## config.mk

```make
export PLATFORM = sky130hd
export DESIGN_NAME = ise_emit
export DESIGN_NICKNAME = d
export VERILOG_FILES = /design/src/rtl/ise_pkg.sv /design/src/rtl/ise_emit.sv
export SDC_FILE = /design/constraint.sdc
export NUM_CORES = 1
export LEC_CHECK = 0
export ABC_AREA = 0
export BUFFER_PORTS_ARGS = -buffer_cell sky130_fd_sc_hd__buf_4
export CAP_MARGIN = 10
export CORE_ASPECT_RATIO = 1.1
export CORE_MARGIN = 4
export CORE_UTILIZATION = 30
export DETAILED_ROUTE_END_ITERATION = 10
export GPL_ROUTABILITY_DRIVEN = 0
export PLACE_DENSITY = 0.48
export SLEW_MARGIN = 15
export SYNTH_ARGS = -nofsm -noshare
export SYNTH_HDL_FRONTEND = slang
export SYNTH_SLANG_ARGS = --single-unit
```

## constraint.sdc

```tcl
create_clock -name clk_i -period 17.7 [get_ports clk_i]
set_clock_uncertainty 0.1 [all_clocks]
set_input_delay 3.54 -clock clk_i [delete_from_list [all_inputs] [get_ports clk_i]]
set_output_delay 3.54 -clock clk_i [all_outputs]
set_load 0.01 [all_outputs]
```

## src/rtl/ise_pkg.sv

```systemverilog
// Shared types and constants for the IID test statistics engine.
// No dependencies; every module of the block imports it.
`default_nettype none

package ise_pkg;

  localparam int SymW      = 8;
  localparam int MeanW     = 24;
  localparam int MedW      = 9;
  localparam int MaskW     = 18;
  localparam int CntW      = 21;
  localparam int SumW      = 29;
  localparam int ExcW      = 45;
  localparam int CovW      = 37;
  localparam int StatW     = 48;
  localparam int IdxW      = 5;
  localparam int NumStats  = 19;
  localparam int NumLags   = 5;
  localparam int MaxLag    = 32;
  localparam int LagW      = 5;
  localparam int MaxSamples = 1048576;

  localparam int LagTab [NumLags] = '{1, 2, 8, 16, 32};

  // Result indexes
  localparam logic [IdxW-1:0] StExcursion = 5'd0;
  localparam logic [IdxW-1:0] StDirRuns   = 5'd1;
  localparam logic [IdxW-1:0] StDirMax    = 5'd2;
  localparam logic [IdxW-1:0] StUpDown    = 5'd3;
  localparam logic [IdxW-1:0] StMedRuns   = 5'd4;
  localparam logic [IdxW-1:0] StMedMax    = 5'd5;
  localparam logic [IdxW-1:0] StCollSum   = 5'd6;
  localparam logic [IdxW-1:0] StCollCnt   = 5'd7;
  localparam logic [IdxW-1:0] StCollMax   = 5'd8;
  localparam logic [IdxW-1:0] StPeriod0   = 5'd9;
  localparam logic [IdxW-1:0] StCov0      = 5'd14;

  // Enable mask bits that do not map one to one
  localparam int TstColl    = 6;
  localparam int TstCollMax = 7;
  localparam int TstPeriod0 = 8;
  localparam int TstCov0    = 13;

  typedef enum logic [1:0] {
    CfgBinary = 2'd0,
    CfgMean   = 2'd1,
    CfgMedian = 2'd2,
    CfgEnable = 2'd3
  } cfg_reg_e;

  typedef logic [NumStats-1:0][StatW-1:0] stat_set_t;

  typedef struct packed {
    logic            valid;
    logic            last;
    logic            take;
    logic            elem;
    logic [SymW-1:0] xs;
    logic [SymW-1:0] xc;
    logic [SymW-1:0] xk;
    logic [ExcW-1:0] exc_a;
    logic [ExcW-1:0] exc_acc;
    logic [CntW-1:0] mruns;
    logic [CntW-1:0] mmax;
  } fe_pipe_t;

endpackage

`default_nettype wire

```

## src/rtl/ise_emit.sv

```systemverilog
// Result queue: one pending statistic set, one set being sent, one result register.
// Depends on ise_pkg; drives the result ports of the top level.
`default_nettype none

module ise_emit (
  input  logic                       clk_i,
  input  logic                       rst_ni,
  input  logic                       push_i,
  input  ise_pkg::stat_set_t         snap_i,
  input  logic [ise_pkg::MaskW-1:0]  enable_mask_i,
  input  logic                       pop_i,
  output logic                       busy_o,
  output logic                       empty_o,
  output logic [ise_pkg::IdxW-1:0]   stat_index_o,
  output logic [ise_pkg::StatW-1:0]  stat_value_o,
  output logic                       last_result_o
);
  import ise_pkg::*;

  stat_set_t           pend_q, pend_d, work_q, work_d;
  logic                pend_v_q, pend_v_d;
  logic [NumStats-1:0] rem_q, rem_d, stat_en, sel_oh, rem_after;
  logic [IdxW-1:0]     sel;
  logic                out_v_q, out_v_d, out_last_q, out_last_d, out_free, load_out;
  logic [IdxW-1:0]     out_idx_q, out_idx_d;
  logic [StatW-1:0]    out_val_q, out_val_d;

  always_comb begin
    for (int i = 0; i < TstColl; i++) stat_en[i] = enable_mask_i[i];
    stat_en[StCollSum] = enable_mask_i[TstColl];
    stat_en[StCollCnt] = enable_mask_i[TstColl];
    stat_en[StCollMax] = enable_mask_i[TstCollMax];
    for (int k = 0; k < NumLags; k++) begin
      stat_en[StPeriod0 + IdxW'(k)] = enable_mask_i[TstPeriod0 + k];
      stat_en[StCov0 + IdxW'(k)]    = enable_mask_i[TstCov0 + k];
    end

    // lowest remaining index goes first
    sel = '0;
    for (int i = NumStats - 1; i >= 0; i--) begin
      if (rem_q[i]) sel = IdxW'(i);
    end
    sel_oh    = NumStats'(1) << sel;
    rem_after = rem_q & ~sel_oh;

    out_free = !out_v_q || pop_i;
    load_out = out_free && (rem_q != '0);

    rem_d      = rem_q;
    work_d     = work_q;
    pend_d     = pend_q;
    pend_v_d   = pend_v_q;
    out_idx_d  = out_idx_q;
    out_val_d  = out_val_q;
    out_last_d = out_last_q;
    out_v_d    = out_v_q && !pop_i;

    if (load_out) begin
      out_v_d    = 1'b1;
      out_idx_d  = sel;
      out_val_d  = work_q[sel];
      out_last_d = (rem_after == '0);
      rem_d      = rem_after;
    end
    if ((rem_d == '0) && pend_v_q) begin
      work_d   = pend_q;
      rem_d    = stat_en;
      pend_v_d = 1'b0;
    end
    if (push_i) begin
      pend_d   = snap_i;
      pend_v_d = 1'b1;
    end
  end

  always_ff @(posedge clk_i or negedge rst_ni) begin
    if (!rst_ni) begin
      pend_v_q   <= 1'b0;
      rem_q      <= '0;
      out_v_q    <= 1'b0;
      out_last_q <= 1'b0;
    end else begin
      pend_v_q   <= pend_v_d;
      rem_q      <= rem_d;
      out_v_q    <= out_v_d;
      out_last_q <= out_last_d;
    end
  end

  always_ff @(posedge clk_i) begin
    pend_q    <= pend_d;
    work_q    <= work_d;
    out_idx_q <= out_idx_d;
    out_val_q <= out_val_d;
  end

  assign busy_o        = pend_v_q;
  assign empty_o       = !out_v_q;
  assign stat_index_o  = out_idx_q;
  assign stat_value_o  = out_val_q;
  assign last_result_o = out_last_q;

`ifndef SYNTHESIS
  a_no_overwrite: assert property (@(posedge clk_i) disable iff (!rst_ni)
    push_i |-> !pend_v_q)
    else $error("statistic set pushed over a pending one");
  a_index_order: assert property (@(posedge clk_i) disable iff (!rst_ni)
    (pop_i && out_v_q && !out_last_q) |=> out_v_q && (out_idx_q > $past(out_idx_q)))
    else $error("results of a set out of index order");
`endif

endmodule

`default_nettype wire

```

# Yosys cells after proc, flatten, opt, wreduce, memory -nomap -nowiden
# Cells that the tools add are included.
# word_totals
ff_bits	1899
input_bits	934
output_inout_bits	56
# op_classes
order_cmp	1
n_shift	1
muxes	26
bitwise_logic	2
n_reduce_logical	10
# op_table
op	count
48-bit binary-select mux with 5-bit select	1
5-bit two-way mux	19
48-bit two-way mux	1
19-bit logical NOT	2
19-bit two-way mux	2
19-bit bitwise AND	1
19-bit NOT	1
19-bit nonzero test	1
1-bit by 5-bit << shifter with 19-bit output, first input constant	1
5-bit by 6-bit < comparator with 1-bit output, second input constant	1
1-bit logical AND	3
1-bit two-way mux	3
1-bit logical NOT	2
2-bit nonzero test	1
1-bit logical OR	1

# Logic depth before layout (Yosys ltp)
# depth
ltp_word	27
depth_mapped	13
depth_no_buf	11

# Least setup slack after synthesis
# No wires, ideal clock.
# synth_timing
path_kind	input to register
start	in pop_i
end	reg rem_q[17]
setup_ns	0.116
arrival_time_ns	19.353
required_ns	17.484
slack_ns	-1.869
path_stages	10
cell_sequence	nor2b_1 clkbuf_1 nor2_2 nand2_1 o31ai_1 o2111ai_1 nor4b_2 nand4b_1 nor2_4 a22o_1
# synth_between
elab_chain_cells	6
# synth_rtl
item	line_no	rtl
from (decl)	ise_emit.sv:11	input logic pop_i,
1-bit logical OR *	ise_emit.sv:46	out_free = !out_v_q || pop_i;
1-bit logical AND *	ise_emit.sv:47	load_out = out_free && (rem_q != '0);
19-bit two-way mux *	ise_emit.sv:58	if (load_out) begin
19-bit logical NOT	ise_emit.sv:65	if ((rem_d == '0) && pend_v_q) begin
1-bit logical AND	ise_emit.sv:65	
19-bit two-way mux *	ise_emit.sv:65	
named net rem_d[17]	ise_emit.sv:22	logic [NumStats-1:0] rem_q, rem_d, stat_en, sel_oh, rem_after;
to (signal assigned)	ise_emit.sv:84	rem_q <= rem_d;
to (decl)	ise_emit.sv:22	
# The timed path passes the listed nets; every way through them passes the cells marked *.
# A chain may end at the register's enable or synchronous reset.

# Worst setup path after layout
# layout_timing
start	in pop_i
end	reg work_q[231] in the netlist's numbering, enable pin
# layout_between
elab_chain_cells	5
# layout_rtl
item	line_no	rtl
1-bit logical OR	ise_emit.sv:46	
1-bit logical AND	ise_emit.sv:47	
19-bit two-way mux	ise_emit.sv:58	
19-bit logical NOT	ise_emit.sv:65	
1-bit logical AND	ise_emit.sv:65	
to (signal assigned)	ise_emit.sv:92	work_q <= work_d;
to (decl)	ise_emit.sv:20	stat_set_t pend_q, pend_d, work_q, work_d;
# No other way between the ends.

==> run metrics <==
largest cells by area after synthesis edfxtp_1 (88%), mux2i_1 (1.7%), a21oi_1 (1.3%); commonest non-fill, non-tap cell in the layout edfxtp_1; GRT Resource Usage Total 18.7%; Worst Path Max Fanout 78; vias in the first global route 34800; Power, Total 16.6 mW; Post-Synthesis Cells around 3100; Synth top area share 87.6%; final instance area 0.0817 sq mm; setup violators final 0; Static Leak 28.7 nW; antenna viol nets, final 0; Post-synth EDFFs 1877; endpoints failing hold 0; Max stage delay on crit path 920 ps; row count roughly 180; most frequent cells in the layout edfxtp_1 (1877), buf_4 (1055), nand2_1 (221); clock-pin slew on the worst setup and hold paths 60 ps; core area 0.214 sq mm; WP data required between 15000 and 20000 ps; Wirelength per Cell just under 30 um; Hold Crit Class flip-flop to flip-flop; Worst Tran Pin Value 1270 ps; Worst EP arrival 8390 ps; RSZ-0062 raised after global routing false; Max IR drop VDD about 0.21 mV; CP Cell Sequence buf_4 -> nor2b_1 -> nor2_4 -> nand4_1 -> a221oi_1 -> nand4b_1 -> nor4b_2 -> nand4b_1 -> nor2_4 -> buf_4 -> buf_4 -> buf_4; clock sink total 1899; cell area after synthesis 0.0643 sq mm; top achievable clock speed 124 MHz; PD cells 203 mW/mm^2; cell taking the most area after synthesis edfxtp_1; share of layout cells above drive strength 1 31.5%; first-pass GRT wire length 285000 um; Final WS setup 9630 ps; status completed; Initial Util a little under a third; IO Port Bufs between 900 and 1000; Post-CTS Hold Buffers 0; Storage cell area 0.0569 sq mm; Vias 34300; Startpoint Class primary input; Slew Viols, Final 0; max cap viols 0; Worst slew margin 15.6%; CTS root buf clkbuf_16; area grow syn2layout 27.1%; crit-path leading delay family buffers and inverters; number of DRC markers in iteration 0 3442; initial antenna violation count 52; Seq/Total Area, Yosys about nine tenths; DP Wirelength 149000 um; Total Wirelength 214000 um; # resized after CTS 0; Die H about 490 um; Filler cells 19600; fin crit period roughly 8100 ps; # Post-CTS Setup Buffers 0; Setup TNS 0 ps; chip width 449 um; CTS tree done; Worst Hold Margin 278 ps; Final period util between 40 and 50%; R2R Setup Slk 10950 ps; largest net degree at the start of global routing 190; TritonCTS Buffers 196; Most used DFF post-synth edfxtp_1; DRT Pass-1 Iters 6; Buf/Inv on CP 4; clock tree buffer depth 3; total congestion overflow 0; Mean Syn Cell Area 20.8 sq um; later-pin clock latency in the skew report 850 ps; Top cell by count, worst path buf_4; multi-input logic area 0.00712 sq mm; Die ar. 0.222 sq mm; Critical Path End Type flip-flop; htree depth 4; Top-Level Pins a little under 1000; Vias/cell 4.77; synthesized net count 4028; yosys warns 0; DP Worst Slack ~8700 ps; fin nets 5159; critical path type primary input to flip-flop; Async S/R FF share, synth 1.16%; Synth cell types 65; Placement Cell Area 0.0756 sq mm; DRC errors left 0; slowest stage cell, crit path buf_4; synthesized flop and latch total between 1500 and 2000
-- cell families after synthesis --
logic type	Yosys count	synth area share, %
flops	1899	88.5
compound gates	589	6.33
simple gates	361	2.63
buf+inv	138	0.889
mux	107	1.67
-- cell usage after synthesis (all sizes together), types with 2 or more instances --
library cell	instances
edfxtp	1877
nand2	227
a21oi	171
mux2i	107
clkbuf	80
a22oi	74
o21ai	72
o22ai	50
buf	48
a22o	46
a221o	35
nor2	33
a222oi	30
dfrtp	22
a2111oi	21
nor3	20
a211oi	18
and3	17
a221oi	15
nor4b	13
o221ai	13
or4	11
inv	10
nor4	9
a31oi	8
nand4	7
o31ai	7
a21o	5
o2bb2ai	5
nand2b	4
nand3	4
or2	4
a211o	3
nand4b	3
nor2b	3
or3	3
a32o	2
a32oi	2
and4	2
o2111ai	2
o21a	2
-- path summary, 6_finish.rpt --
path | cells after the start | end | startpoint
max | 12 | work_q[231] | pop_i
min | 0 | work_q[670] | pend_q[670]
max reg2reg | 13 | work_q[231] | rem_q[11]
min reg2reg | 0 | work_q[670] | pend_q[670]
max in group asynchronous | 1 | rem_q[6] | rst_ni
min in group asynchronous | 1 | rem_q[7] | rst_ni
-- state kept, by name (all words and copies together) (netlist names) --
signal / cells
stat_value_o: 48
work_q: 912
pend_q: 912
out_v_q: 1
last_result_o: 1
stat_index_o: 5
rem_q: 19
busy_o: 1
-- routing by layer --
layer	up-vias	part of all wire, %	track usage [%]
met1	17500	39	23.1
li1	14900	-	-
met5	-	0.091	0
met3	311	7.4	4.74
met2	1511	51	32.6
met4	34	2.4	4.72
-- cell type report --
class,count,share of cell area (%)
antenna,29,0.0888
clock buffer,245,6.25
clock inverter,104,1.16
inverter,10,0.0459
multi-input combinational,1057,8.72
sequential,1899,69.6
tap,2790,4.27
timing repair buffer,1061,9.83
-- metrics by stage --
step,utilization (%),cells
2_1_floorplan,-,3094
3_3_place_gp,35.4,6817
3_5_place_dp,35.4,6817
4_1_cts,38.2,7166
5_1_grt,38.2,7168
6_report,38.3,7195
-- where the power goes --
| group | total (mW) | leakage [nW] | switching [mW] | internal (mW) |
|---|---|---|---|---|
| clock network | 3.92 | 2.94 | 1.75 | 2.17 |
| registers | 6.07 | 18.0 | 0.221 | 5.85 |
| logic | 6.58 | 7.82 | 4.69 | 1.89 |
-- worst reg2reg max path, cell delays in order (launching register included) --
cell and delay, ps:
dfrtp_1 450, or4_1 570, o221ai_1 370, nand2b_1 210
nand2_2 300, inv_2 200, o31ai_1 340, nand4b_1 220
nor4b_2 320, nand4b_1 540, nor2_4 350, buf_4 640
buf_4 780, buf_4 920
(Power assumes the default switching activity.)
