### src/rtl/ise_pkg.sv
// Shared types and constants for the IID test statistics engine.
// No dependencies; every module of the block imports it.
`default_nettype none

package ise_pkg;

  localparam int SymW      = 8;
  localparam int MeanW     = 24;
  localparam int MedW      = 9;
  localparam int MaskW     = 18;
  localparam int CntW      = 21;
  localparam int SumW      = 29;
  localparam int ExcW      = 45;
  localparam int CovW      = 37;
  localparam int StatW     = 48;
  localparam int IdxW      = 5;
  localparam int NumStats  = 19;
  localparam int NumLags   = 5;
  localparam int MaxLag    = 32;
  localparam int LagW      = 5;
  localparam int MaxSamples = 1048576;

  localparam int LagTab [NumLags] = '{1, 2, 8, 16, 32};

  // Result indexes
  localparam logic [IdxW-1:0] StExcursion = 5'd0;
  localparam logic [IdxW-1:0] StDirRuns   = 5'd1;
  localparam logic [IdxW-1:0] StDirMax    = 5'd2;
  localparam logic [IdxW-1:0] StUpDown    = 5'd3;
  localparam logic [IdxW-1:0] StMedRuns   = 5'd4;
  localparam logic [IdxW-1:0] StMedMax    = 5'd5;
  localparam logic [IdxW-1:0] StCollSum   = 5'd6;
  localparam logic [IdxW-1:0] StCollCnt   = 5'd7;
  localparam logic [IdxW-1:0] StCollMax   = 5'd8;
  localparam logic [IdxW-1:0] StPeriod0   = 5'd9;
  localparam logic [IdxW-1:0] StCov0      = 5'd14;

  // Enable mask bits that do not map one to one
  localparam int TstColl    = 6;
  localparam int TstCollMax = 7;
  localparam int TstPeriod0 = 8;
  localparam int TstCov0    = 13;

  typedef enum logic [1:0] {
    CfgBinary = 2'd0,
    CfgMean   = 2'd1,
    CfgMedian = 2'd2,
    CfgEnable = 2'd3
  } cfg_reg_e;

  typedef logic [NumStats-1:0][StatW-1:0] stat_set_t;

  typedef struct packed {
    logic            valid;
    logic            last;
    logic            take;
    logic            elem;
    logic [SymW-1:0] xs;
    logic [SymW-1:0] xc;
    logic [SymW-1:0] xk;
    logic [ExcW-1:0] exc_a;
    logic [ExcW-1:0] exc_acc;
    logic [CntW-1:0] mruns;
    logic [CntW-1:0] mmax;
  } fe_pipe_t;

endpackage

`default_nettype wire

### src/rtl/ise_core.sv
// Element stage: excursion maximum, directional runs, collisions and lag statistics.
// Depends on ise_pkg; hands a finished statistic set to ise_emit.
`default_nettype none

module ise_core (
  input  logic              clk_i,
  input  logic              rst_ni,
  input  ise_pkg::fe_pipe_t pipe_i,
  output logic              push_o,
  output ise_pkg::stat_set_t snap_o
);
  import ise_pkg::*;

  logic [ExcW-1:0] exc_max_q, exc_max_d, exc_diff;
  logic [CntW-1:0] ecnt_q, ecnt_d;
  logic [SymW-1:0] prev_elem_q, prev_elem_d;
  logic            prev_up_q, prev_up_d, up;
  logic [CntW-1:0] druns_q, druns_d, dcur_q, dcur_d, dmax_q, dmax_d, ups_q, ups_d;
  logic [255:0]    seen_q, seen_d;
  logic [CntW-1:0] seg_q, seg_d, csum_q, csum_d, ccnt_q, ccnt_d, cmax_q, cmax_d, clen;
  logic [CntW-1:0] per_q [NumLags];
  logic [CntW-1:0] per_d [NumLags];
  logic [CovW-1:0] cov_q [NumLags];
  logic [CovW-1:0] cov_d [NumLags];
  logic [15:0]     prod  [NumLags];
  logic [SymW-1:0] sd_q  [MaxLag];
  logic [SymW-1:0] cd_q  [MaxLag];
  logic [CntW-1:0] altlen, downs, updown;
  logic            do_elem;

  always_comb begin
    do_elem = pipe_i.valid && pipe_i.elem;

    exc_diff  = (pipe_i.exc_a >= pipe_i.exc_acc) ? pipe_i.exc_a - pipe_i.exc_acc
                                                 : pipe_i.exc_acc - pipe_i.exc_a;
    exc_max_d = exc_max_q;
    if (pipe_i.valid && pipe_i.take && (exc_diff > exc_max_q)) exc_max_d = exc_diff;

    ecnt_d      = ecnt_q;
    prev_elem_d = prev_elem_q;
    prev_up_d   = prev_up_q;
    druns_d     = druns_q;
    dcur_d      = dcur_q;
    dmax_d      = dmax_q;
    ups_d       = ups_q;
    seen_d      = seen_q;
    seg_d       = seg_q;
    csum_d      = csum_q;
    ccnt_d      = ccnt_q;
    cmax_d      = cmax_q;
    up          = !(prev_elem_q > pipe_i.xs);
    clen        = seg_q + CntW'(1);
    for (int k = 0; k < NumLags; k++) begin
      per_d[k] = per_q[k];
      cov_d[k] = cov_q[k];
      prod[k]  = {8'b0, cd_q[LagW'(LagTab[k] - 1)]} * {8'b0, pipe_i.xc};
    end

    if (do_elem) begin
      if (ecnt_q != '0) begin
        if (ecnt_q == CntW'(1)) begin
          druns_d = CntW'(1);
          dcur_d  = CntW'(1);
        end else if (up == prev_up_q) begin
          dcur_d = dcur_q + CntW'(1);
        end else begin
          druns_d = druns_q + CntW'(1);
          dcur_d  = CntW'(1);
        end
        if (dcur_d > dmax_q) dmax_d = dcur_d;
        if (up) ups_d = ups_q + CntW'(1);
        prev_up_d = up;
      end
      prev_elem_d = pipe_i.xs;

      for (int k = 0; k < NumLags; k++) begin
        if (ecnt_q >= CntW'(LagTab[k])) begin
          if (sd_q[LagW'(LagTab[k] - 1)] == pipe_i.xs) per_d[k] = per_q[k] + CntW'(1);
          cov_d[k] = cov_q[k] + CovW'(prod[k]);
        end
      end

      if (seen_q[pipe_i.xk]) begin
        csum_d = csum_q + clen;
        ccnt_d = ccnt_q + CntW'(1);
        if (clen > cmax_q) cmax_d = clen;
        seen_d = '0;
        seg_d  = '0;
      end else begin
        seen_d[pipe_i.xk] = 1'b1;
        seg_d = seg_q + CntW'(1);
      end
      ecnt_d = ecnt_q + CntW'(1);
    end

    altlen = (ecnt_d == '0) ? '0 : ecnt_d - CntW'(1);
    downs  = altlen - ups_d;
    updown = (ups_d > downs) ? ups_d : downs;

    snap_o              = '0;
    snap_o[StExcursion] = StatW'(exc_max_d);
    snap_o[StDirRuns]   = StatW'(druns_d);
    snap_o[StDirMax]    = StatW'(dmax_d);
    snap_o[StUpDown]    = StatW'(updown);
    snap_o[StMedRuns]   = StatW'(pipe_i.mruns);
    snap_o[StMedMax]    = StatW'(pipe_i.mmax);
    snap_o[StCollSum]   = StatW'(csum_d);
    snap_o[StCollCnt]   = StatW'(ccnt_d);
    snap_o[StCollMax]   = StatW'(cmax_d);
    for (int k = 0; k < NumLags; k++) begin
      snap_o[StPeriod0 + IdxW'(k)] = StatW'(per_d[k]);
      snap_o[StCov0 + IdxW'(k)]    = StatW'(cov_d[k]);
    end

    push_o = pipe_i.valid && pipe_i.last;
    // close the set: clear everything but the delay lines
    if (push_o) begin
      exc_max_d   = '0;
      ecnt_d      = '0;
      prev_elem_d = '0;
      prev_up_d   = 1'b0;
      druns_d     = '0;
      dcur_d      = '0;
      dmax_d      = '0;
      ups_d       = '0;
      seen_d      = '0;
      seg_d       = '0;
      csum_d      = '0;
      ccnt_d      = '0;
      cmax_d      = '0;
      for (int k = 0; k < NumLags; k++) begin
        per_d[k] = '0;
        cov_d[k] = '0;
      end
    end
  end

  always_ff @(posedge clk_i or negedge rst_ni) begin
    if (!rst_ni) begin
      exc_max_q   <= '0;
      ecnt_q      <= '0;
      prev_elem_q <= '0;
      prev_up_q   <= 1'b0;
      druns_q     <= '0;
      dcur_q      <= '0;
      dmax_q      <= '0;
      ups_q       <= '0;
      seen_q      <= '0;
      seg_q       <= '0;
      csum_q      <= '0;
      ccnt_q      <= '0;
      cmax_q      <= '0;
      for (int k = 0; k < NumLags; k++) begin
        per_q[k] <= '0;
        cov_q[k] <= '0;
      end
    end else begin
      exc_max_q   <= exc_max_d;
      ecnt_q      <= ecnt_d;
      prev_elem_q <= prev_elem_d;
      prev_up_q   <= prev_up_d;
      druns_q     <= druns_d;
      dcur_q      <= dcur_d;
      dmax_q      <= dmax_d;
      ups_q       <= ups_d;
      seen_q      <= seen_d;
      seg_q       <= seg_d;
      csum_q      <= csum_d;
      ccnt_q      <= ccnt_d;
      cmax_q      <= cmax_d;
      for (int k = 0; k < NumLags; k++) begin
        per_q[k] <= per_d[k];
        cov_q[k] <= cov_d[k];
      end
    end
  end

  // delay lines: tap i holds the element i+1 places back
  always_ff @(posedge clk_i) begin
    if (do_elem) begin
      sd_q[0] <= pipe_i.xs;
      cd_q[0] <= pipe_i.xc;
      for (int i = 1; i < MaxLag; i++) begin
        sd_q[i] <= sd_q[i-1];
        cd_q[i] <= cd_q[i-1];
      end
    end
  end

`ifndef SYNTHESIS
  a_set_cleared: assert property (@(posedge clk_i) disable iff (!rst_ni)
    push_o |=> (ecnt_q == '0) && (seg_q == '0) && (seen_q == '0))
    else $error("element state not cleared after set close");
`endif

endmodule

`default_nettype wire

### config.mk
export PLATFORM = sky130hd
export DESIGN_NAME = ise_core
export DESIGN_NICKNAME = d
export VERILOG_FILES = /design/src/rtl/ise_pkg.sv /design/src/rtl/ise_core.sv
export SDC_FILE = /design/constraint.sdc
export NUM_CORES = 2
export LEC_CHECK = 0
export BUFFER_PORTS_ARGS = -buffer_cell sky130_fd_sc_hd__buf_2
export CORE_ASPECT_RATIO = 1.5
export CORE_MARGIN = 2
export CORE_UTILIZATION = 25
export DETAILED_ROUTE_END_ITERATION = 7
export GPL_ROUTABILITY_DRIVEN = 1
export GPL_TIMING_DRIVEN = 1
export SKIP_CTS_REPAIR_TIMING = 1
export SYNTH_ARGS = -nofsm -noshare
export SYNTH_HDL_FRONTEND = slang
export SYNTH_SLANG_ARGS = --single-unit
### constraint.sdc
create_clock -name clk_i -period 44.3 [get_ports clk_i]
set_input_delay 4.43 -clock clk_i [delete_from_list [all_inputs] [get_ports clk_i]]
set_output_delay 4.43 -clock clk_i [all_outputs]
set_load 0.01 [all_outputs]
### Word-level counts from Yosys, hierarchy flattened

Memory sizes are Yosys's and may differ from the RTL's.
Cells that the tools add are included.

| cells by class | value |
|---|---|
| add/sub/neg operators | 21 |
| multipliers | 5 |
| magnitude comparators | 13 |
| equal/unequal tests | 7 |
| muxes and demuxes | 73 |
| bitwise logic cells | 1 |
| reductions and logical operators | 11 |

Operators with widths:

| kind | number |
|---|---|
| $mux 21 | 47 |
| $mux 256 | 3 |
| $mux 185 | 2 |
| $or 256x256->256 | 1 |
| $add 21x1->21 const B | 11 |
| $mux 105 | 2 |
| $add 37x16->37 | 5 |
| $mux 37 | 5 |
| $mux 45 | 3 |
| $sub 45x45->45 | 2 |
| $mul 8x8->16 | 5 |
| $gt 21x21->1 | 3 |
| $ge 45x45->1 | 1 |
| $gt 45x45->1 | 1 |
| $eq 8x8->1 | 5 |
| $add 21x21->21 | 1 |
| $eq 21x1->1 const B | 1 |
| $ge 21x1->1 const B | 1 |
| $ge 21x2->1 const B | 1 |
| $ge 21x4->1 const B | 1 |
| $ge 21x5->1 const B | 1 |
| $ge 21x6->1 const B | 1 |
| $logic_not 21->1 | 1 |
| $reduce_bool 21->1 | 1 |
| other kinds (14) | 26 |

| storage, ports and cells | value |
|---|---|
| register bits after elaboration | 789 |
| memory bits (writable) | 512 |
| input port bits | 162 |
| output and inout bits | 913 |
| logic and storage cells | 156 |
| memories kept | 2 |

Memory list:

| name | depth | width | read ports | clocked after memory_dff | wr ports | line | text |
|---|---|---|---|---|---|---|---|
| cd_q | 32 | 8 | 32 | 0 | 32 | ise_core.sv:27 | `logic [SymW-1:0] cd_q [MaxLag];` |
| sd_q | 32 | 8 | 32 | 0 | 32 | ise_core.sv:26 | `logic [SymW-1:0] sd_q [MaxLag];` |

### Logic depth before layout (Yosys ltp)

| depth | value |
|---|---|
| depth in word-level cells | 12 |
| depth in mapped cells | 33 |
| gate-level depth less buffers | 28 |

### Least setup slack after synthesis

OpenSTA, ideal clock, no wires.

| timing | value |
|---|---|
| path kind | input -> output |
| from | input port pipe_i[159] (netlist name) |
| to | output port snap_o[149] (netlist name) |
| arrival | 26474 ps |
| required time | 39870 ps |
| slack | 13396 ps |
| stages | 30 |
| buffers on the path | 6 |
| cell sequence | clkbuf_1 nand2_1 clkbuf_1 clkinv_1 buf_1 mux2i_1 ha_1 o211a_1 and4_1 nor3b_1 clkbuf_1 clkbuf_1 nor2_1 ha_1 nor2b_1 o21ai_0 a21oi_1 o21ai_0 a21oi_1 a211oi_1 o21a_1 mux2i_1 a2111oi_0 ha_1 nand4_1 o21ai_0 a21oi_1 a31o_2 buf_1 mux2i_1 |

RTL lines:

| item | line | text |
|---|---|---|
| from (decl) | ise_core.sv:8 | `input ise_pkg::fe_pipe_t pipe_i,` |
| to (decl) | ise_core.sv:10 | `output ise_pkg::stat_set_t snap_o` |

==> flow_summary.json <==
{
  "fmax_mhz": 61.5,
  "finalSetupTns_ps": 0,
  "critPathKind": "in2out",
  "switchingPower_mw": 1.29,
  "power_frac_comb_pct": 31.4,
  "cp_common_cell": "a21oi_1",
  "clkPwrFrac_pct": 33.5,
  "synth_area_leaders": "dfrtp_1 25%, edfxtp_1 19%, ha_1 7.3%",
  "finalCriticalPeriod_ps": 16250,
  "crit_arrival_ps": 11820,
  "drt_iter0_markers": 3686,
  "start_util_pct": 25.1,
  "wl_met2_mm": 119,
  "synthesis.area_um2": 80000,
  "highest_layer": "met5",
  "yosysWarnings": 0,
  "swShare_pct": 34.2,
  "clkSinkCount": 1301,
  "grt_pass1_wl_mm": 355,
  "nets": 9051,
  "die_h_um": 697,
  "cts_buffers": 149,
  "insertion_delay_ps": 850,
  "worst-path-max-fanout": 73,
  "cts_tree": "yes",
  "row_count": 254,
  "core_um2": 319000,
  "io_buffers": 581,
  "syn_area_per_cell_um2": 10.4,
  "layout-area-overhead-vs-synth_pct": 13.6,
  "drtAntennaViolNets": 0,
  "dieArea_um2": 325000,
  "wl_met3_mm": 16.6,
  "start_kind": "primary input",
  "synthCells": 7696,
  "crit_required_ps": 39870,
  "p_int_mw": 2.49,
  "critPathSlowestCell": "a31o_2",
  "worstMarginPinSlew_ps": 1260,
  "overflow": 0,
  "wl_mm": 239,
  "routed_via_density": 4.50,
  "slew_headroom_pct": 16.1,
  "htree_levels": 4,
  "place_congestion": 0.943,
  "hold_class": "reg2reg",
  "async_reset_ff_share_pct": 60.6,
  "cts_root_buffer": "clkbuf_16",
  "vias": 56300,
  "post_drt_wl_per_cell_um": 19.1,
  "wl_met1_mm": 89.8,
  "ir_drop_v": 0.0000308,
  "cp-end-kind": "output port",
  "cpPeakStageDelay_ps": 570,
  "drc": 0,
  "antenna_found_initial": 17,
  "fp.dieW_um": 466,
  "setup_viol": 0,
  "pwr-share-seq_pct": 35.1,
  "track_usage_pct": 14.3,
  "p_per_area_nw_per_um2": 41.6,
  "clk_pin_slew_ps": 60,
  "status": "finished, final reports clean",
  "slew_viol_final": 0,
  "grt_pass1_vias": 56800,
  "ys_types": 93,
  "finalNonFillerCells": 12500,
  "synth_edf_count": 512,
  "synth-seq-cells": 1301,
  "p_leak_nw": 42.7,
  "finClkSkew_ps": 93.4,
  "yosysTopAreaCell": "dfrtp_1",
  "dp_cells": 12200,
  "synth_flop_cell": "dfrtp_1",
  "finish.utilization_pct": 28.5,
  "synth_top_area_share_pct": 24.7,
  "ios": 1075,
  "dr.pass1.iters": 7,
  "maxCapViolCount": 0,
  "hpwl_mm": 179,
  "cts_buffer_depth": 4,
  "final.period_utilization_pct": 36.7,
  "rsz0062_at_grt": "no",
  "yosysSeqAreaShare_pct": 43.9,
  "finalHoldViolCount": 0,
  "grt_max_degree": 201,
  "drive_above_1_share_pct": 14.0
}
[cells in the mapped netlist, types with 63 or more instances]
master,instances
edfxtp_1,512
buf_4,455
and3_1,94
clkbuf_1,236
a21oi_1,412
mux2_2,126
ha_1,466
nor3_1,109
nand2_1,633
fa_1,254
o21ai_0,217
xnor2_1,282
xor2_1,216
mux4_2,63
nand4_1,103
dfrtp_1,789
nor2_1,497
a22o_1,84
inv_1,640
a21o_1,106
and2_1,579
nand3_1,169
[per-stage QoR]
step | hold slack [ps] | area (µm²) | worst slack, ps | power, mW
6_report | 389 | 90900 | 28050 | 3.78
5_1_grt | 390 | 90900 | 27550 | 4.01
4_1_cts | 394 | 90900 | 28100 | 3.84
3_5_place_dp | 405 | 86000 | 28120 | 2.54
3_3_place_gp | 400 | 86000 | 28190 | 2.54
2_1_floorplan | 400 | 81500 | 13400 | 2.20
[final cells by class]
| class | instances | area (µm²) |
|---|---|---|
| fillers | 33200 | 228000 |
| repair buffers | 670 | 3640 |
| inverters | 642 | 2420 |
| well taps | 4224 | 5290 |
| diodes | 4 | 10.0 |
| clock buffers | 186 | 4020 |
| multi-input cells | 5405 | 39500 |
| flip-flops and latches | 1301 | 35100 |
| clock inverters | 71 | 835 |
[state kept, by name, summed over array words and instances, names as in the netlist]
register,cells
cmax_q,21
exc_max_q,45
sd_q,256
seg_q,21
seen_q,256
prev_elem_q,8
dcur_q,21
prev_up_q,1
druns_q,21
csum_q,21
ccnt_q,21
ecnt_q,21
per_q,105
dmax_q,21
cov_q,185
cd_q,256
ups_q,21
[power by group through the flow]
stage               logic (mW)  registers, mW  clock network (mW)
floorplan                0.842           1.35                   0
global placement          1.19           1.35                   0
global route              1.32           1.33                1.35
CTS                       1.20           1.33                1.31
finish                    1.19           1.33                1.27
detailed placement        1.19           1.35                   0
[path summary, 6_finish.rpt]
path / from / to / slack, ps / depth (start not counted)
max reg2reg: ecnt_q[4] / dmax_q[1] / 38230 / 19
min in group asynchronous: rst_ni / cov_q[47] / 3630 / 1
min: cd_q[1][111] / cd_q[1][119] / 390 / 0
max in group asynchronous: rst_ni / seen_q[152] / 37820 / 4
max: pipe_i[159] / snap_o[161] / 28050 / 31
min reg2reg: cd_q[1][111] / cd_q[1][119] / 390 / 0
[cell families after synthesis]
family / share of synthesized area, %
mux: 4.23
fa+ha+maj: 13.6
other cells: 0.00469
xor+xnor: 5.45
compound gates: 8.87
simple gates: 15.1
flops: 43.9
buf+inv: 8.84
[per-layer routing]
layer / up-vias / GRT usage, %
met5: - / 0
met2: 1821 / 25.4
met3: 552 / 3.44
met4: 12 / 7.31
met1: 27800 / 15.7
li1: 26100 / -
[cells in the final DEF (no fill, tap or decap), drive strengths merged, types with 39 or more instances in the layout]
cell	n
dfrtp	789
buf	670
inv	652
nand2	633
and2	581
edfxtp	512
nor2	505
ha	466
a21oi	412
conb	409
xnor2	282
fa	254
o21ai	238
xor2	216
clkbuf	186
nand3	169
mux2	126
nor3	112
a21o	106
nand4	103
and3	94
a22o	84
mux4	63
mux2i	55
o21a	44
nor2b	39
clkinv	39
[worst max-delay path: cells and delay by family]
kind / cells / cell delay (ps)
AOI/OAI and AO/OA: 13 / 2700
buffers and inverters: 6 / 1520
adders and majority gates: 4 / 1130
and+or+nand+nor: 5 / 890
muxes: 2 / 780
xor gates and xnor gates: 1 / 290
No activity file was read; power rests on OpenSTA's default activity.
