$ cat config.mk
export PLATFORM = sky130hd
export DESIGN_NAME = ise_front
export DESIGN_NICKNAME = d
export VERILOG_FILES = /design/src/rtl/ise_pkg.sv /design/src/rtl/ise_front.sv
export SDC_FILE = /design/constraint.sdc
export NUM_CORES = 1
export LEC_CHECK = 0
export BUFFER_PORTS_ARGS = -buffer_cell sky130_fd_sc_hd__buf_4
export CAP_MARGIN = 20
export CORE_MARGIN = 4
export CORE_UTILIZATION = 50
export CTS_CLUSTER_SIZE = 8
export DETAILED_ROUTE_END_ITERATION = 6
export HOLD_SLACK_MARGIN = 0.08
export MAX_ROUTING_LAYER = met4
export PLACE_DENSITY = 0.76
export SLEW_MARGIN = 10
export SYNTH_ARGS = -nofsm -noshare
export SYNTH_HDL_FRONTEND = slang
export SYNTH_SLANG_ARGS = --single-unit
$ cat constraint.sdc
create_clock -name clk_i -period 4.05 [get_ports clk_i]
set_input_delay 0.81 -clock clk_i [delete_from_list [all_inputs] [get_ports clk_i]]
set_output_delay 0.81 -clock clk_i [all_outputs]
set_load 0.01 [all_outputs]
$ cat src/rtl/ise_pkg.sv
// Shared types and constants for the IID test statistics engine.
// No dependencies; every module of the block imports it.
`default_nettype none

package ise_pkg;

  localparam int SymW      = 8;
  localparam int MeanW     = 24;
  localparam int MedW      = 9;
  localparam int MaskW     = 18;
  localparam int CntW      = 21;
  localparam int SumW      = 29;
  localparam int ExcW      = 45;
  localparam int CovW      = 37;
  localparam int StatW     = 48;
  localparam int IdxW      = 5;
  localparam int NumStats  = 19;
  localparam int NumLags   = 5;
  localparam int MaxLag    = 32;
  localparam int LagW      = 5;
  localparam int MaxSamples = 1048576;

  localparam int LagTab [NumLags] = '{1, 2, 8, 16, 32};

  // Result indexes
  localparam logic [IdxW-1:0] StExcursion = 5'd0;
  localparam logic [IdxW-1:0] StDirRuns   = 5'd1;
  localparam logic [IdxW-1:0] StDirMax    = 5'd2;
  localparam logic [IdxW-1:0] StUpDown    = 5'd3;
  localparam logic [IdxW-1:0] StMedRuns   = 5'd4;
  localparam logic [IdxW-1:0] StMedMax    = 5'd5;
  localparam logic [IdxW-1:0] StCollSum   = 5'd6;
  localparam logic [IdxW-1:0] StCollCnt   = 5'd7;
  localparam logic [IdxW-1:0] StCollMax   = 5'd8;
  localparam logic [IdxW-1:0] StPeriod0   = 5'd9;
  localparam logic [IdxW-1:0] StCov0      = 5'd14;

  // Enable mask bits that do not map one to one
  localparam int TstColl    = 6;
  localparam int TstCollMax = 7;
  localparam int TstPeriod0 = 8;
  localparam int TstCov0    = 13;

  typedef enum logic [1:0] {
    CfgBinary = 2'd0,
    CfgMean   = 2'd1,
    CfgMedian = 2'd2,
    CfgEnable = 2'd3
  } cfg_reg_e;

  typedef logic [NumStats-1:0][StatW-1:0] stat_set_t;

  typedef struct packed {
    logic            valid;
    logic            last;
    logic            take;
    logic            elem;
    logic [SymW-1:0] xs;
    logic [SymW-1:0] xc;
    logic [SymW-1:0] xk;
    logic [ExcW-1:0] exc_a;
    logic [ExcW-1:0] exc_acc;
    logic [CntW-1:0] mruns;
    logic [CntW-1:0] mmax;
  } fe_pipe_t;

endpackage

`default_nettype wire

$ cat src/rtl/ise_front.sv
// Sample stage: counts, running sums, median runs and binary bit grouping.
// Depends on ise_pkg; feeds at most one element request a cycle to ise_core.
`default_nettype none

module ise_front (
  input  logic                     clk_i,
  input  logic                     rst_ni,
  input  logic                     accept_i,
  input  logic [ise_pkg::SymW-1:0] raw_symbol_i,
  input  logic [ise_pkg::SymW-1:0] mapped_symbol_i,
  input  logic                     last_symbol_i,
  input  logic                     binary_mode_i,
  input  logic [ise_pkg::MeanW-1:0] mean_q16_i,
  input  logic [ise_pkg::MedW-1:0] median_x2_i,
  output logic                     flush_busy_o,
  output ise_pkg::fe_pipe_t        pipe_o
);
  import ise_pkg::*;

  logic [CntW-1:0] cnt_q, cnt_d;
  logic [SumW-1:0] sum_q, sum_d, sum_n;
  logic [ExcW-1:0] acc_q, acc_d, acc_n;
  logic [CntW-1:0] mruns_q, mruns_d, mruns_n;
  logic [CntW-1:0] mcur_q, mcur_d, mcur_n;
  logic [CntW-1:0] mmax_q, mmax_d, mmax_n;
  logic            prev_below_q, prev_below_d;
  logic [3:0]      pop_q, pop_d, pop_n, gpop;
  logic [SymW-1:0] packed_q, packed_d, packed_n, gpacked;
  logic [3:0]      pos_q, pos_d, pos_n, gpos;
  logic            fl_pend_q, fl_pend_d;
  fe_pipe_t        pipe_q, pipe_d;
  logic            take, below, bit_v, samp_elem, flush_now, two_elem;
  logic [SymW-1:0] s_xs, s_xc, s_xk;

  always_comb begin
    take  = cnt_q < CntW'(MaxSamples);
    sum_n = sum_q + SumW'(raw_symbol_i);
    acc_n = acc_q + ExcW'(mean_q16_i);
    below = binary_mode_i ? ~mapped_symbol_i[0] : ({mapped_symbol_i, 1'b0} < median_x2_i);

    if (cnt_q == '0) begin
      mruns_n = CntW'(1);
      mcur_n  = CntW'(1);
    end else if (below == prev_below_q) begin
      mruns_n = mruns_q;
      mcur_n  = mcur_q + CntW'(1);
    end else begin
      mruns_n = mruns_q + CntW'(1);
      mcur_n  = CntW'(1);
    end
    mmax_n = (mcur_n > mmax_q) ? mcur_n : mmax_q;

    // bit grouping, first bit lands in the MSB
    bit_v    = mapped_symbol_i[0];
    pop_n    = pop_q + 4'(bit_v);
    packed_n = packed_q | (SymW'(bit_v) << (3'd7 - pos_q[2:0]));
    pos_n    = pos_q + 4'd1;

    samp_elem = 1'b0;
    s_xs      = mapped_symbol_i;
    s_xc      = raw_symbol_i;
    s_xk      = mapped_symbol_i;
    gpop      = pop_q;
    gpacked   = packed_q;
    gpos      = pos_q;
    if (take && binary_mode_i) begin
      gpop    = pop_n;
      gpacked = packed_n;
      gpos    = pos_n;
      if (pos_n[3]) begin
        samp_elem = 1'b1;
        s_xs      = SymW'(pop_n);
        s_xc      = SymW'(pop_n);
        s_xk      = packed_n;
        gpop      = '0;
        gpacked   = '0;
        gpos      = '0;
      end
    end else if (take) begin
      samp_elem = 1'b1;
    end
    flush_now = last_symbol_i && (gpos != '0);
    // a partial group left from binary mode plus a symbol element: two elements
    two_elem  = flush_now && samp_elem;

    cnt_d        = cnt_q;
    sum_d        = sum_q;
    acc_d        = acc_q;
    mruns_d      = mruns_q;
    mcur_d       = mcur_q;
    mmax_d       = mmax_q;
    prev_below_d = prev_below_q;
    pop_d        = pop_q;
    packed_d     = packed_q;
    pos_d        = pos_q;
    fl_pend_d    = 1'b0;
    pipe_d       = pipe_q;
    pipe_d.valid = 1'b0;

    if (fl_pend_q) begin
      pipe_d.valid = 1'b1;
      pipe_d.last  = 1'b1;
      pipe_d.take  = 1'b0;
      pipe_d.elem  = 1'b1;
      pipe_d.xs    = SymW'(pop_q);
      pipe_d.xc    = SymW'(pop_q);
      pipe_d.xk    = packed_q;
      pop_d        = '0;
      packed_d     = '0;
      pos_d        = '0;
    end else if (accept_i) begin
      pipe_d.valid   = 1'b1;
      pipe_d.last    = last_symbol_i && !two_elem;
      pipe_d.take    = take;
      pipe_d.elem    = samp_elem || flush_now;
      pipe_d.xs      = samp_elem ? s_xs : SymW'(gpop);
      pipe_d.xc      = samp_elem ? s_xc : SymW'(gpop);
      pipe_d.xk      = samp_elem ? s_xk : gpacked;
      pipe_d.exc_a   = {sum_n, 16'b0};
      pipe_d.exc_acc = acc_n;
      if (take) begin
        cnt_d        = cnt_q + CntW'(1);
        sum_d        = sum_n;
        acc_d        = acc_n;
        mruns_d      = mruns_n;
        mcur_d       = mcur_n;
        mmax_d       = mmax_n;
        prev_below_d = below;
      end
      pop_d    = gpop;
      packed_d = gpacked;
      pos_d    = gpos;
      if (last_symbol_i) begin
        pipe_d.mruns = take ? mruns_n : mruns_q;
        pipe_d.mmax  = take ? mmax_n : mmax_q;
        cnt_d        = '0;
        sum_d        = '0;
        acc_d        = '0;
        mruns_d      = '0;
        mcur_d       = '0;
        mmax_d       = '0;
        prev_below_d = 1'b0;
        if (two_elem) begin
          fl_pend_d = 1'b1;
        end else begin
          pop_d    = '0;
          packed_d = '0;
          pos_d    = '0;
        end
      end
    end
  end

  always_ff @(posedge clk_i or negedge rst_ni) begin
    if (!rst_ni) begin
      cnt_q        <= '0;
      sum_q        <= '0;
      acc_q        <= '0;
      mruns_q      <= '0;
      mcur_q       <= '0;
      mmax_q       <= '0;
      prev_below_q <= 1'b0;
      pop_q        <= '0;
      packed_q     <= '0;
      pos_q        <= '0;
      fl_pend_q    <= 1'b0;
      pipe_q       <= '0;
    end else begin
      cnt_q        <= cnt_d;
      sum_q        <= sum_d;
      acc_q        <= acc_d;
      mruns_q      <= mruns_d;
      mcur_q       <= mcur_d;
      mmax_q       <= mmax_d;
      prev_below_q <= prev_below_d;
      pop_q        <= pop_d;
      packed_q     <= packed_d;
      pos_q        <= pos_d;
      fl_pend_q    <= fl_pend_d;
      pipe_q       <= pipe_d;
    end
  end

  assign flush_busy_o = fl_pend_q;
  assign pipe_o       = pipe_q;

`ifndef SYNTHESIS
  a_flush_one_cycle: assert property (@(posedge clk_i) disable iff (!rst_ni)
    fl_pend_q |=> !fl_pend_q && pipe_q.valid && pipe_q.last)
    else $error("partial group flush did not close the set");
`endif

endmodule

`default_nettype wire

After elaboration in Yosys (flattened, before gate mapping)
Cells that the tools add are included.
- register bits: 320
- bits in latches: 0
- memory bits (writable): 0
- bits in read-only memories: 0
- input bits: 54
- output and inout bits: 161
- logic and storage cells: 108
- memories kept: 0
- add/subtract/negate cells: 8
- $mul: 0
- divide/modulo/power cells: 0
- $lt $le $gt $ge: 3
- equality and inequality tests: 1
- shift-type cells: 1
- muxes and demuxes: 57
- bitwise logic cells: 3
- reductions and logical operators: 13
- operators with widths (cell ; count):
    two-way mux 21 bit ; 13
    two-way mux 160 bit ; 1
    two-way mux 8 bit ; 15
    two-way mux 45 bit ; 2
    adder 21 x 1 -> 21 bit, second input constant ; 3
    two-way mux 29 bit ; 2
    adder 45 x 24 -> 45 bit ; 1
    two-way mux 4 bit ; 11
    two-way mux 42 bit ; 1
    adder 29 x 8 -> 29 bit ; 1
    two-way mux 28 bit ; 1
    greater-than comparator 21 bit ; 1
    zero test 21 bit ; 1
    less-than comparator 21 bit, second input constant ; 1
    two-way mux 1 bit ; 10
    less-than comparator 9 bit ; 1
    OR 8 bit ; 1
    << shifter 1 x 3 -> 8 bit ; 1
    AND reduction 3 bit ; 2
    adder 4 x 1 -> 4 bit ; 1
    adder 4 x 1 -> 4 bit, second input constant ; 1
    logical AND 1 bit ; 4
    nonzero test 2 bit ; 2
    nonzero test 4 bit ; 1
    other kinds (7) ; 8

Depth between registers and ports, before layout
- depth in word-level cells: 11
- gate-level depth with buffers: 19
- depth with buffers taken out: 16

Least setup slack after synthesis
OpenSTA, ideal clock, no wires.
- path kind: input-to-reg
- from: in median_x2_i[8] (netlist name)
- to: reg mmax_q[10]
- setup time: 0.121 ns
- arrival: 4.457 ns
- data required time: 3.929 ns
- slack: -0.528 ns
- cell stages on the path: 18
- path buffers: 2
- cell sequence: inv_1 ha_1 a211o_1 o21a_1 o221a_2 o211ai_2 clkbuf_1 a21oi_1 ha_1 nand4_1 nor3_1 o211ai_1 and2_0 a2111oi_0 nor3_1 a21o_1 clkbuf_1 a22o_1
- word-level cells in the longest chain between the ends: 9
- RTL lines (item ; RTL line ; source):
    start, declared ; ise_front.sv:14 ; input logic [ise_pkg::MedW-1:0] median_x2_i,
    less-than comparator 9 bit (*) ; ise_front.sv:39 ; below = binary_mode_i ? ~mapped_symbol_i[0] : ({mapped_symbol_i, 1'b0} < median_x2_i);
    two-way mux 1 bit (*) ; ise_front.sv:39 ;
    equality test 1 bit (*) ; ise_front.sv:44 ; end else if (below == prev_below_q) begin
    two-way mux 21 bit (*) ; ise_front.sv:44 ;
    two-way mux 21 bit (*) ; ise_front.sv:41 ; if (cnt_q == '0) begin
    greater-than comparator 21 bit ; ise_front.sv:51 ; mmax_n = (mcur_n > mmax_q) ? mcur_n : mmax_q;
    two-way mux 21 bit (*) ; ise_front.sv:51 ;
    two-way mux 21 bit (*) ; ise_front.sv:121 ; if (take) begin
    two-way mux 21 bit (*) ; ise_front.sv:133 ; if (last_symbol_i) begin
    end signal, assigned ; ise_front.sv:174 ; mmax_q <= mmax_d;
    end, declared ; ise_front.sv:25 ; logic [CntW-1:0] mmax_q, mmax_d, mmax_n;
Every way passes the cells marked *; elsewhere a longest branch is shown, timed or not.
A chain may end at the register's enable or synchronous reset.

Final worst setup path
- from: in median_x2_i[8] (netlist name)
- to: reg pipe_q (netlist bit pipe_o[19])
- word-level cells in the longest chain between the ends: 8
- RTL lines (item ; RTL line ; source):
    less-than comparator 9 bit (*) ; ise_front.sv:39 ;
    two-way mux 1 bit (*) ; ise_front.sv:39 ;
    equality test 1 bit (*) ; ise_front.sv:44 ;
    two-way mux 21 bit (*) ; ise_front.sv:44 ;
    two-way mux 21 bit (*) ; ise_front.sv:41 ;
    greater-than comparator 21 bit ; ise_front.sv:51 ;
    two-way mux 21 bit (*) ; ise_front.sv:51 ;
    two-way mux 21 bit (*) ; - ;
    end signal, assigned ; ise_front.sv:180 ; pipe_q <= pipe_d;
    end, declared ; ise_front.sv:31 ; fe_pipe_t pipe_q, pipe_d;
Marked as above.

==> metrics.csv <==
stage;metric;value;unit
layout;Syn-to-layout area delta;22.6;%
route;DRT iter0 DRCs;962;
pwr;Clock power frac;0.318;
clocking;TritonCTS clock tree;done;
logic_synthesis;area fraction of the dominant cell type after synthesis;0.456;
timing;measured slew at the worst slew-check pin;1.09;ns
setup_path;CP startpoint;median_x2_i[8];
logic_synthesis;most common cell in the synthesized netlist;dfrtp_1;
clocking;clk buf depth;3;
logic_synthesis;most used flip-flop cell after synthesis;dfrtp_1;
route;number of remaining DRC errors;0;
timing;RSZ-0062 raised after global routing;true;
pwr;internal power;0.00713;W
route;final wirelength;49200;um
run;Max Cap Viol;0;
route;vias per inst;5.93;
pwr;leak pwr;9.80;nW
logic_synthesis;Synth Area per Inst;9.33;um^2
global_route;initial antenna violation count;0;
global_route;pin count of the biggest net entering global routing;110;
pwr;pwr dens;498;nW/um^2
timing;max-slew violations;0;
logic_synthesis;sequential share of the synthesized area;0.456;
floorplan;Core Area;34600;um^2
logic_synthesis;FF+latch count, synth;320;
pwr;Seq pwr share;0.362;
layout;Final Core Density;0.622;
floorplan;row count;68;
placed_design;hpwl dp;34300;um
global_route;vias in the first global route;15100;
global_route;first-pass GRT wire length;79500;um
timing;post-layout min period;4.04;ns
setup_path;critical path fanouts, max;8;
layout;diodes inserted;0;
floorplan;Die Wd;195;um
clocking;worst skew pair latency;0.57;ns
global_route;Tot GR Track Use;0.257;
setup_path;worst r2r dst;pipe_o[19];
setup_path;CP arrival;4.46;ns
global_route;global route overflow;0;
layout;Total Nets Final;2229;
layout;fraction of layout cells with a size suffix above 1;0.200;
pwr;switching power;0.00360;W
logic_synthesis;cell accounting for the most synthesized area;dfrtp_1;
worst_hold_path;Min-Delay Path Class;input port to asynchronous set/reset pin;
floorplan;full die area;38200;um^2
setup_path;r2r startpoint;mcur_q[0];
route;WL/cell;19.2;um
setup_path;critical path required time;4.46;ns
logic_synthesis;Post-Syn Area;17600;um^2
floorplan;Die Ht;195;um
floorplan;Top Ports;215;
layout;final cell count without fillers;2564;
logic_synthesis;Syn Inst Count;1883;
logic_synthesis;Post-synth ARST share;1.00;
setup_path;r2r setup slk;0.12;ns
setup_path;CP Launch Type;input port;
clocking;# H-tree levels;2;
layout;Multi-input gate area;9230;um^2
clocking;Clock Sinks;320;
placed_design;dpl cells;2504;
timing;Highest Clock Rate;247;MHz
logic_synthesis;Synth top cells by count;320 x dfrtp_1, 254 x nand2_1, 228 x o21ai_0, 101 x nor2_1, 86 x clkbuf_1;
logic_synthesis;Unique masters post-synth;82;
pwr;combinational cell fraction of total power;0.320;
route;DR pass1 iterations;5;
clocking;hold_buf cts;0;
clocking;Clock Pin Slew Worst Setup and Hold Paths;0.05;ns
logic_synthesis;Synth area leaders;dfrtp_1 46%, o21ai_0 6.5%, nand2_1 5.4%, ha_1 4.8%, xor2_1 3.4%;
setup_path;R2R cell count;18;
placed_design;PortBufs;198;
pwr;Sw Ratio;0.335;
timing;clock skew;0.0223;ns
placed_design;GPL Wtd Cong;0.947;
pwr;peak supply drop;442;uV
clocking;root buffer cell;clkbuf_16;
outcome;status;finished clean;
logic_synthesis;Yosys Warn Count;0;
pwr;Final Total Pwr;0.0107;W
setup_path;Setup crit end;pipe_o[19];
layout;number of fill cells;2836;
setup_path;critical path type;input port to flip-flop;
route;Vias;15200;
floorplan;Starting Density;0.507;
timing;max_slew headroom;0.268;
clocking;CTS buffer count;46;
logic_synthesis;Post-synth EDFFs;0;
route;Detail Route Antenna Nets;0;
setup_path;CP endpoint kind;flip-flop;
layout;register area;8010;um^2
timing;crit share post-route;0.998;
timing;endpoints failing hold;0;
timing;count of final setup violators;0;
[power groups by stage]
| stage | clock network (W) | registers (W) | logic [W] |
|---|---|---|---|
| floorplan | 0 | 0.00395 | 0.00207 |
| global placement | 0 | 0.00391 | 0.00316 |
| detailed placement | 0 | 0.00393 | 0.00324 |
| CTS | 0.00349 | 0.00388 | 0.00325 |
| global route | 0.00362 | 0.00393 | 0.00377 |
| finish | 0.00341 | 0.00388 | 0.00344 |
[layout by cell type (no fill, tap or decap), types with 10 or more instances in the layout]
cell type    n
buf_4      269
buf_12      10
nand2b_1    16
xor2_1      69
mux2i_1     19
nand4_1     27
o21ai_0    213
nor3_1      23
nor2_1      84
nor4_1      10
inv_1       52
or3_1       11
xnor2_1     56
nand3_1     52
nor2b_1     11
a21oi_1     81
a31oi_1     35
ha_1        62
o21ai_1     22
a22o_1      67
dfrtp_1    320
conb_1      16
nand2_1    251
nor2_4      11
a21o_1      19
o31ai_1     24
clkbuf_16   49
and3_1      28
[layout make-up]
cell class / count / share of cell area
repair buffers: 284 / 0.107
multi-input cells: 1401 / 0.428
clock inverters: 2 / 0.000755
well taps: 455 / 0.0264
inverters: 53 / 0.00982
clock buffers: 49 / 0.0554
flip-flops and latches: 320 / 0.372
[worst min-delay path by stage]
stage                     slack, ns           to       start  depth (start not counted)
final                          0.31  pipe_o[159]      rst_ni                          1
after global routing           0.36   mmax_q[11]      rst_ni                          1
after CTS                      0.33  pipe_o[159]      rst_ni                          1
after detailed placement       0.46   pipe_o[43]  pipe_o[43]                          2
after global placement         0.47    acc_q[18]   acc_q[18]                          2
after floorplan                0.45    acc_q[10]   acc_q[10]                          2
[cells by family after synthesis]
kind of cell               count (synthesis)  synth area share
AOI/OAI and AO/OA                        583             0.219
xor gates and xnor gates                 125            0.0623
adders and majority gates                 69            0.0500
buffers and inverters                    178            0.0439
DFF                                      320             0.456
muxes                                     22            0.0125
other                                      1          0.000214
and+or+nand+nor                          585             0.156
[sequential cells by signal (all words and copies together) (netlist names)]
name and cells:
mcur_q 21, packed_q 8, mruns_q 21, sum_q 29, pipe_o 144, cnt_q 21
flush_busy_o 1, prev_below_q 1, acc_q 45, pos_q 4, mmax_q 21, pop_q 4
[critical path: stages]
cell and delay [ns]:
buf_8 0.09, inv_12 0.03, ha_4 0.23, a211o_4 0.35, o211ai_1 0.29, o221a_4 0.26, o211ai_4 0.08, buf_12 0.15
buf_12 0.14, a21oi_4 0.15, ha_4 0.16, nand4_1 0.14, nor3_2 0.26, o211ai_1 0.16, and2_4 0.23, a2111oi_4 0.27
nor3_4 0.07, buf_12 0.15, clkbuf_16 0.17, mux2i_1 0.17, o21ai_1 0.08
[stage by stage]
step	setup WS (ns)	instance area [um^2]	setup TNS (ns)	hold slack [ns]
after floorplan	-0.115	17900	-2.21	0.454
after global placement	-0.475	20100	-15.65	0.465
after detailed placement	-0.564	20100	-19.13	0.465
after CTS	0.0103	21300	0	0.327
after global routing	-0.117	21500	-2.82	0.364
final	0.00609	21500	0	0.315
[repair_timing]
action                                  in CTS  in global routing
hold endpoints to repair                     0                  0
resized for setup                            0                 26
endpoints found under the setup margin       0                 40
buffers inserted                             0                  7
[per-layer routing]
metal / up-vias / track usage / wire (um)
met5: - / - / 0
met4: 0 / 0.0967 / 1740
met3: 125 / 0.0400 / 2790
met2: 448 / 0.409 / 23800
met1: 7437 / 0.335 / 20900
li1: 7188 / - / -
Power figures use the tool's default switching activity.
